--- config.mk ---
export PLATFORM = sky130hd
export DESIGN_NAME = tdpf_front
export DESIGN_NICKNAME = d
export VERILOG_FILES = /design/src/rtl/tdpf_pkg.sv /design/src/rtl/tdpf_front.sv
export SDC_FILE = /design/constraint.sdc
export NUM_CORES = 1
export LEC_CHECK = 0
export BUFFER_PORTS_ARGS = -buffer_cell sky130_fd_sc_hd__buf_2
export CORE_MARGIN = 3
export CORE_UTILIZATION = 35
export DETAILED_ROUTE_END_ITERATION = 8
export PLACE_DENSITY = 0.55
export SLEW_MARGIN = 0
export SYNTH_ARGS = -nofsm -noshare
export SYNTH_HDL_FRONTEND = slang
export SYNTH_SLANG_ARGS = --single-unit
--- constraint.sdc ---
create_clock -name clk_i -period 8.2 [get_ports clk_i]
set_clock_uncertainty 0.2 [all_clocks]
set_input_delay 1.23 -clock clk_i [delete_from_list [all_inputs] [get_ports clk_i]]
set_output_delay 1.23 -clock clk_i [all_outputs]
set_load 0.01 [all_outputs]
--- src/rtl/tdpf_pkg.sv ---
// ----------------------------------------------------------------------------
// tdpf_pkg
// Shared types and constants for the timed duplicate packet filter.
// ----------------------------------------------------------------------------
package tdpf_pkg;

  localparam int unsigned KeyW  = 64;
  localparam int unsigned TimeW = 32;
  localparam int unsigned LifeW = 8;

  // lifetime register value after reset, in seconds
  localparam logic [LifeW-1:0] LifetimeReset = 8'd60;

  // request mode codes
  localparam logic ModeCheck = 1'b0;
  localparam logic ModeClear = 1'b1;

  // classified request handed from the front to the back
  typedef struct packed {
    logic             clear;
    logic [KeyW-1:0]  key;
    logic [TimeW-1:0] now;
  } req_t;

  // one table slot as stored in memory
  typedef struct packed {
    logic [KeyW-1:0]  key;
    logic [TimeW-1:0] second;
  } slot_t;

  localparam int unsigned SlotW = $bits(slot_t);

  typedef enum logic [1:0] {
    BackIdle,
    BackScan,
    BackFin
  } back_state_e;

endpackage

--- src/rtl/tdpf_front.sv ---
// ----------------------------------------------------------------------------
// tdpf_front
// Accepts requests, classifies them into check or clear, and holds them in a
// two-entry queue for the back end.
// ----------------------------------------------------------------------------
module tdpf_front (
  input  logic                clk_i,
  input  logic                rst_ni,
  input  logic                push,
  output logic                full,
  input  logic                mode_i,
  input  logic [31:0]         cmd_i,
  input  logic [31:0]         seq_i,
  input  logic [31:0]         now_seconds_i,
  output logic                req_valid_o,
  output tdpf_pkg::req_t      req_o,
  input  logic                req_pop_i
);

  tdpf_pkg::req_t fifo_q [2];
  tdpf_pkg::req_t req_in;
  logic           wptr_q, rptr_q;
  logic [1:0]     cnt_q, cnt_d;
  logic           push_ok, pop_ok;

  // classify the incoming request
  always_comb begin
    req_in.clear = (mode_i == tdpf_pkg::ModeClear);
    req_in.key   = {cmd_i, seq_i};
    req_in.now   = now_seconds_i;
  end

  assign full        = (cnt_q == 2'd2);
  assign req_valid_o = (cnt_q != 2'd0);
  assign req_o       = fifo_q[rptr_q];
  assign push_ok     = push && !full;
  assign pop_ok      = req_pop_i && req_valid_o;

  // occupancy
  always_comb begin
    cnt_d = cnt_q;
    if (push_ok && !pop_ok) begin
      cnt_d = cnt_q + 2'd1;
    end else if (pop_ok && !push_ok) begin
      cnt_d = cnt_q - 2'd1;
    end
  end

  // pointers and count
  always_ff @(posedge clk_i or negedge rst_ni) begin
    if (!rst_ni) begin
      wptr_q <= 1'b0;
      rptr_q <= 1'b0;
      cnt_q  <= 2'd0;
    end else begin
      cnt_q <= cnt_d;
      if (push_ok) begin
        wptr_q <= ~wptr_q;
      end
      if (pop_ok) begin
        rptr_q <= ~rptr_q;
      end
    end
  end

  // queue storage
  always_ff @(posedge clk_i) begin
    if (push_ok) begin
      fifo_q[wptr_q] <= req_in;
    end
  end

endmodule

# Word level (Yosys, flattened, before mapping)
# Memory sizes are Yosys's and may differ from the RTL's.
# Cells that the tools add are included.
# Widths: inputs -> output; s select.
[op_classes]
eq_ne = 1
addsub = 2
reduce_logical = 9
n_mux = 4
bitwise_logic = 2
[ops]
columns = ["op", "n"]
rows = [
  ["$logic_and 1x1->1", 4],
  ["$mux 2", 2],
  ["$reduce_bool 2->1", 2],
  ["$logic_not 1->1", 3],
  ["$add 2x1->2 const B", 1],
  ["$eq 2x2->1 const B", 1],
  ["$mux 1", 2],
  ["$not 1->1", 2],
  ["$sub 2x1->2 const B", 1],
]
[word_totals]
mem_count = 1
wordCells = 22
input_bits = 101
mem_bits_rw = 194
register_bits = 4
output_inout_bits = 99
[mem_list]
columns = ["memory", "words", "width", "read_ports", "rd_clocked_by_memory_dff", "write_ports", "line_no", "text"]
rows = [
  ["fifo_q", 2, 97, 1, 0, 1, "tdpf_front.sv:20", "tdpf_pkg::req_t fifo_q [2];"],
]

# Depth between registers and ports, before layout
# Gate-level depths: netlist of the first run.
[logic_depth]
ltp_word = 7
ltp_mapped = 7
depth_no_buf = 7

# Least setup slack after synthesis of the first run
# OpenSTA, ideal clock, no wires.
[synth_timing]
kind = "input-to-reg"
from = "input push"
to = "memory fifo_q[0][0] (netlist bit), enable pin"
n_path_buf = 0
setup_ns = 0.553
t_arrival_ns = 5.357
path_slack_ns = 2.089
path_stages = 2
cell_sequence = "nand2_1 nor2_1"
[synth_via]
elab_chain_len = 3
[synth_rtl]
columns = ["item", "line_no", "text"]
rows = [
  ["from (decl)", "tdpf_front.sv:9", "input logic push,"],
  ["$logic_and 1x1->1", "tdpf_front.sv:36", "assign push_ok = push && !full;"],
  ["$mux 1", "tdpf_front.sv:68", "if (push_ok) begin"],
  ["$mux 1 (not written as such)", "tdpf_front.sv:69", "fifo_q[wptr_q] <= req_in;"],
  ["to (decl)", "tdpf_front.sv:20", ""],
]
# Every way passes these cells.

==> results.toml, run 1 <==
[placed_design]
dp_cells = 783
dp_slack_ns = 4.54
dp_hpwl_mm = 9.12
io_buffers = 199
gp_congestion = 0.722

[worst_setup_path]
cpPeakStageDelay_ns = 0.82
r2r_slack_ns = 5.67
rr_startpoint = "cnt_q[0]"
cp_top_family = "buffers and inverters"
worst_ep_arrival_time_ns = 2.60
crit_buf_inv = 2
crit_chain = "buf_4, mux2_2, buf_2"
rr_worst_depth = 3
rr_endpoint = "fifo_q[1][58]"
required_ns = 6.77
slowest_stage = "dfrtp_4"
crit_path_start_kind = "flop"
crit_start = "rptr_q"
end_kind = "output pin"
cp_max_fo = 54
worst-setup-path-type = "flop to output pin"

[timing]
fin_hold_ws_ns = 0.303
report.final.slew_viol_count = 0
slew_headroom = 0.457
setup_viol = 0
setup_ws_ns = 4.17
period_share = 0.491
worst_pin_slew_ns = 0.814
hold_viol_final = 0
fin_setup_tns_ns = 0
fin_crit_ns = 4.03
rsz0062_at_grt = "false"
fmax_ghz = 0.248

[clock_network]
cts_setup_buffers = 0
postCtsHoldBufs = 0
cts_tree = "yes"
clock_latency_ns = 0.41
cts_buffers = 17
cts-root-buf = "clkbuf_16"
cts.sinks = 198
clkTransAtPathRegs_ns = 0.06
htreeDepth = 4
cts_buffer_depth = 2
cts_resized = 0

[outcome]
status = "finished, final reports clean"

[synthesis]
ys_seq_area_frac = 0.815
synthMuxAreaShare = 0.161
synthXorXnorAreaFrac = 0.00602
ys_ff_latch = 198
synth_cell_types = 15
ys_top_cells_by_area = "edfxtp_1, mux2_2, mux2_4"
syn_nets = 423
synthSimpleGateAreaFrac = 0.00465
avgSynthCellArea_sq_um = 22.7
synth_top_area_frac = 0.801
synth_top_family_by_area = "multiplexers"
yosys.area.top_type = "edfxtp_1"
synth-adder-area-share = 0.00172
netlist_instances = 321
netlist_area_sq_mm = 0.00727
yosysWarnings = 0
synth_compound_area_frac = 0

[hold_path]
worstHoldPathCells = 1
hold_path_class = "flop to flop"
worstHoldStart = "cnt_q[1]"
hold-path-endpoint = "cnt_q[1]"

[floorplanning]
core_sq_mm = 0.0203
rows = 52
die_w_um = 150
fp.dieArea_sq_mm = 0.0225
die_y_um = 150
initial_core_util = 0.358
num_io_pins = 200

[global_routing]
grt_max_degree = 55
antenna_found_initial = 2
grt_pass1_vias = 3945
grt_pass1_wl_mm = 20.4
gr-total-overflow = 0
grt.total_usage = 0.120

[power]
p_per_area_mw_per_mm2 = 352
p_sw_uw = 918
internal_power_mw = 2.31
p_seq_frac = 0.459
pwr-share-clk = 0.257
p_leak_nw = 3.46
combPwrFrac = 0.284
ir_worst_vdd_mv = 0.175
netSwitchingFraction = 0.285

[cells_and_area]
fin_util = 0.451
layout_commonest_cell = "buf_2"
drive_above_1_share = 0.608
layout.cells.non_filler = 815
syn_to_final_growth_pct = 25.9
nNetsFinal = 634
final_cell_mix = "buf_2, edfxtp_1, mux2_2"

[route]
routed-via-count = 3623
wirelength_mm = 13.5
vias_per_cell = 4.45
drt_iter0_markers = 157
drt-pass1-iter-count = 4
wl_per_cell_um = 16.6
ant_nets = 0
drc = 0

[job]
cap_violations = 0
[layout make-up]
class	instances	area [sq um]
sequential	198	5930
timing repair buffer	203	1030
tap	270	338
inverter	2	7.51
clock buffer	18	429
antenna	1	2.50
clock inverter	13	154
multi-input combinational	110	1270
fill	1820	11100
[cell usage after synthesis]
master    count
xor2_1        2
xnor2_1       3
nand2_1       2
inv_1         2
ha_1          1
nor2_1        2
edfxtp_1    194
mux2_2       77
dfrtp_1       4
and3_1        1
buf_2         7
nand2b_1      1
or2_2         1
buf_6         4
mux2_4       20
[layer usage]
layer,vias to the layer above,global-route usage,wire [um]
met3,11,0.0566,1300
met2,124,0.206,6800
met4,4,0.0343,114
met1,1795,0.133,5280
li1,1689,-,-
met5,-,0,21
[state kept, by name, indices dropped and copies added (netlist names)]
register  cells
cnt_q         2
wptr_q        1
fifo_q      194
rptr_q        1
[per-stage QoR]
step                cell area, sq um  power [mW]
floorplan                       7270        2.12
global placement                8570        2.43
detailed placement              8570        2.45
CTS                             9150        3.28
global route                    9150        3.40
finish                          9160        3.22
[cells by family (layout without fill, tap and decap cells)]
logic type | Yosys count | count (layout)
mux | 97 | 97
simple gates | 7 | 7
other cells | 0 | 1
xor+xnor | 5 | 5
flops | 198 | 198
buf+inv | 13 | 236
fa+ha+maj | 1 | 1
[power groups by stage]
stage	Clock (mW)	Sequential [mW]	Combinational (mW)
final	0.828	1.48	0.915
after global routing	0.888	1.51	1.00
after CTS	0.851	1.49	0.943
after detailed placement	0	1.51	0.939
after global placement	0	1.50	0.935
after floorplan	0	1.47	0.650
[how the worst max path moves through the flow]
stage	endpoint	slack [ns]	cells after the start
finish	req_o[96]	4.17	3
global route	req_o[94]	4.00	3
CTS	req_o[96]	4.08	3
detailed placement	req_o[96]	4.54	3
global placement	req_o[2]	4.55	3
floorplan	fifo_q[0][0]	2.09	2
Note: power is estimated with default switching activity, not from simulation.
==> inputs of run 2 (changes only) <==
--- a/config.mk
+++ b/config.mk
@@ -5,6 +5,7 @@
 export SDC_FILE = /design/constraint.sdc
 export NUM_CORES = 1
 export LEC_CHECK = 0
+export ABC_AREA = 1
 export BUFFER_PORTS_ARGS = -buffer_cell sky130_fd_sc_hd__buf_2
 export CORE_MARGIN = 3
 export CORE_UTILIZATION = 35
==> constraint.sdc (replaced) <==
create_clock -name clk_i -period 4 [get_ports clk_i]
set_clock_uncertainty 0.2 [all_clocks]
set_input_delay 0.6 -clock clk_i [delete_from_list [all_inputs] [get_ports clk_i]]
set_output_delay 0.6 -clock clk_i [all_outputs]
set_load 0.01 [all_outputs]
==> run 2 against run 1 <==
Against the previous run:
- critical path depth is 1 higher
- power is 110% higher
- area after synthesis is 0.12% higher
- die area is 0.11% higher
- design area is 0.37% lower
- first-iteration DRC count is 40% higher
- flip-flop and latch count stayed put
- sequential power is 100% higher
- critical path type unchanged
- critical endpoint is now req_o[12]
- largest power group unchanged
==> results.toml, run 2 <==
[synthesis]
synthFlopType = "edfxtp_1"
ys_top_cells_by_area = "edfxtp_1, nand2_1, dfrtp_1"
netlist_area_sq_mm = 0.00728
ys_ff_latch = 198
netlist_instances = 538
synth_top_area_frac = 0.800
ys_seq_area_frac = 0.814
synthArstFlopShare = 0.0202
yosysWarnings = 0
avgSynthCellArea_sq_um = 13.5
syn_nets = 640
yosys.area.top_type = "edfxtp_1"
synth.most_common_cell = "nand2_1"
synth-edff-count = 194
netlist_top_cells_count = "nand2_1, edfxtp_1, buf_2, inv_1"
synth_cell_types = 14

[power]
p_leak_nw = 3.90
ir_worst_vdd_mv = 0.355
p_per_area_mw_per_mm2 = 734

[route]
wirelength_mm = 15.4
drt-pass1-iter-count = 4
wl_met2_mm = 7.50
wl_met3_mm = 1.15
wl_met1_mm = 6.59
routed.top_layer = "met5"
drt_iter0_markers = 220
vias_per_cell = 4.44
ant_nets = 0
wl_per_cell_um = 15.0
routed-via-count = 4542
drc = 0

[cells_and_area]
layout_commonest_cell = "nand2_1"
drive_above_1_share = 0.317
reg_top3 = "fifo_q x194, cnt_q x2"
diodes = 0
regMostFlops = "fifo_q"
final_cell_mix = "nand2_1, buf_2, edfxtp_1"
syn_to_final_growth_pct = 25.3
nNetsFinal = 844
largest_reg_flops = 194
fillerInstances = 1876
final_area_sq_mm = 0.00912

[timing]
rsz0062_at_grt = "false"
fmax_ghz = 0.314
fin_setup_tns_ns = 0
setup_viol = 0
hold_viol_final = 0
report.final.slew_viol_count = 0
period_share = 0.797
fin_crit_ns = 3.19
slew_headroom = 0.306
worst_pin_slew_ns = 1.04

[placed_design]
io_buffers = 199
placement.cell_area_sq_mm = 0.00854
gp_congestion = 0.749
dp_hpwl_mm = 9.70

[clock_network]
htreeDepth = 4
cts-root-buf = "clkbuf_16"
cts_buffers = 17
cts_buffer_depth = 2
cts_tree = "yes"
clock_latency_ns = 0.41
clkTransAtPathRegs_ns = 0.07
cts.sinks = 198
cts_resized = 0

[global_routing]
grt_max_degree = 99
antenna_found_initial = 1
grt.total_usage = 0.135
grt_pass1_wl_mm = 23.3
gr-total-overflow = 0
grt_pass1_vias = 4551

[worst_setup_path]
required_ns = 3.20
worst_ep_arrival_time_ns = 2.39
cp_max_fo = 98
rr_startpoint = "cnt_q[1]"
end_kind = "output pin"
crit_path_start_kind = "flop"
worst-setup-path-type = "flop to output pin"
crit_start = "rptr_q"

[floorplanning]
die_w_um = 150
rows = 52
num_io_pins = 200
die_y_um = 150
initial_core_util = 0.357
fp.dieArea_sq_mm = 0.0226
core_sq_mm = 0.0204

[job]
cap_violations = 0

[hold_path]
hold_path_class = "input port to flop"
worstHoldStart = "cmd_i[4]"

[outcome]
status = "finished, final reports clean"
run 2: cell types whose count changed in the layout (fill, tap and decap cells not counted), sizes merged, moves of 2 or more:
cell / previous run / this run
clkinv: 6 / 3
bufinv: 3 / 1
mux2: 97 / 0
xnor2: 3 / 1
buf: 203 / 205
nand3: 0 / 2
nand2: 2 / 302
xor2: 2 / 0
inv: 5 / 12
clkinvlp: 1 / 6
run 2: what timing repair did:
action / 4_1_cts / 5_1_grt
hold buffers: 1 / 0
hold endpoints to repair: 4 / 0
buffers inserted: 0 / 0
run 2: path summary, 6_finish.rpt:
path	to	slack [ns]	cells past startpoint
worst max-delay path	req_o[12]	0.81	4
worst max register to register	fifo_q[0][22]	1.63	6
max in group asynchronous	rptr_q	3.14	2
min in group asynchronous	rptr_q	0.32	2
worst min-delay path	fifo_q[0][68]	0.16	1
worst min register to register	cnt_q[1]	0.28	2
run 2: area by class of cell:
class                   count  area [sq um]  area share
multi-input cells         311          1190       0.131
well taps                 270           338      0.0370
clock buffers              17           425      0.0466
repair buffers            206          1050       0.115
clock inverters            14           149      0.0163
flip-flops and latches    198          5930       0.650
inverters                   8          35.0     0.00384
run 2: kinds of logic after synthesis:
| kind of cell | after synthesis | share of synthesized area |
|---|---|---|
| xor+xnor | 1 | 0.00120 |
| compound gates | 1 | 0.000687 |
| buf+inv | 29 | 0.0229 |
| flops | 198 | 0.814 |
| simple gates | 308 | 0.160 |
| fa+ha+maj | 1 | 0.00172 |
run 2: metrics by stage:
step                       util  hold slack (ns)  std cells  total power [mW]  setup WS, ns
after CTS                 0.448            0.138       1024              6.81         0.692
after global placement    0.419            0.210        992              5.11          1.20
final                     0.448            0.163       1024              6.69         0.813
after floorplan               -            0.104        538              4.28         0.124
after detailed placement  0.419            0.213        992              5.15          1.15
after global routing      0.448            0.129       1024              7.12         0.540
run 2: power by group:
part	switching, mW	internal [mW]
clock	0.781	0.876
combinational	1.36	0.662
sequential	0.181	2.83
total	2.33	4.37
run 2: worst max-delay path, cell delays in order, from the launching register on:
cell,delay [ns]
dfrtp_4,0.70
inv_4,0.83
nand2_1,0.10
nand2_1,0.15
buf_2,0.15
run 2: per-layer routing:
metal | track usage | vias up
li1 | - | 2215
met1 | 0.167 | 2157
met2 | 0.224 | 155
met4 | 0.0380 | 2
met5 | 0 | -
met3 | 0.0479 | 13
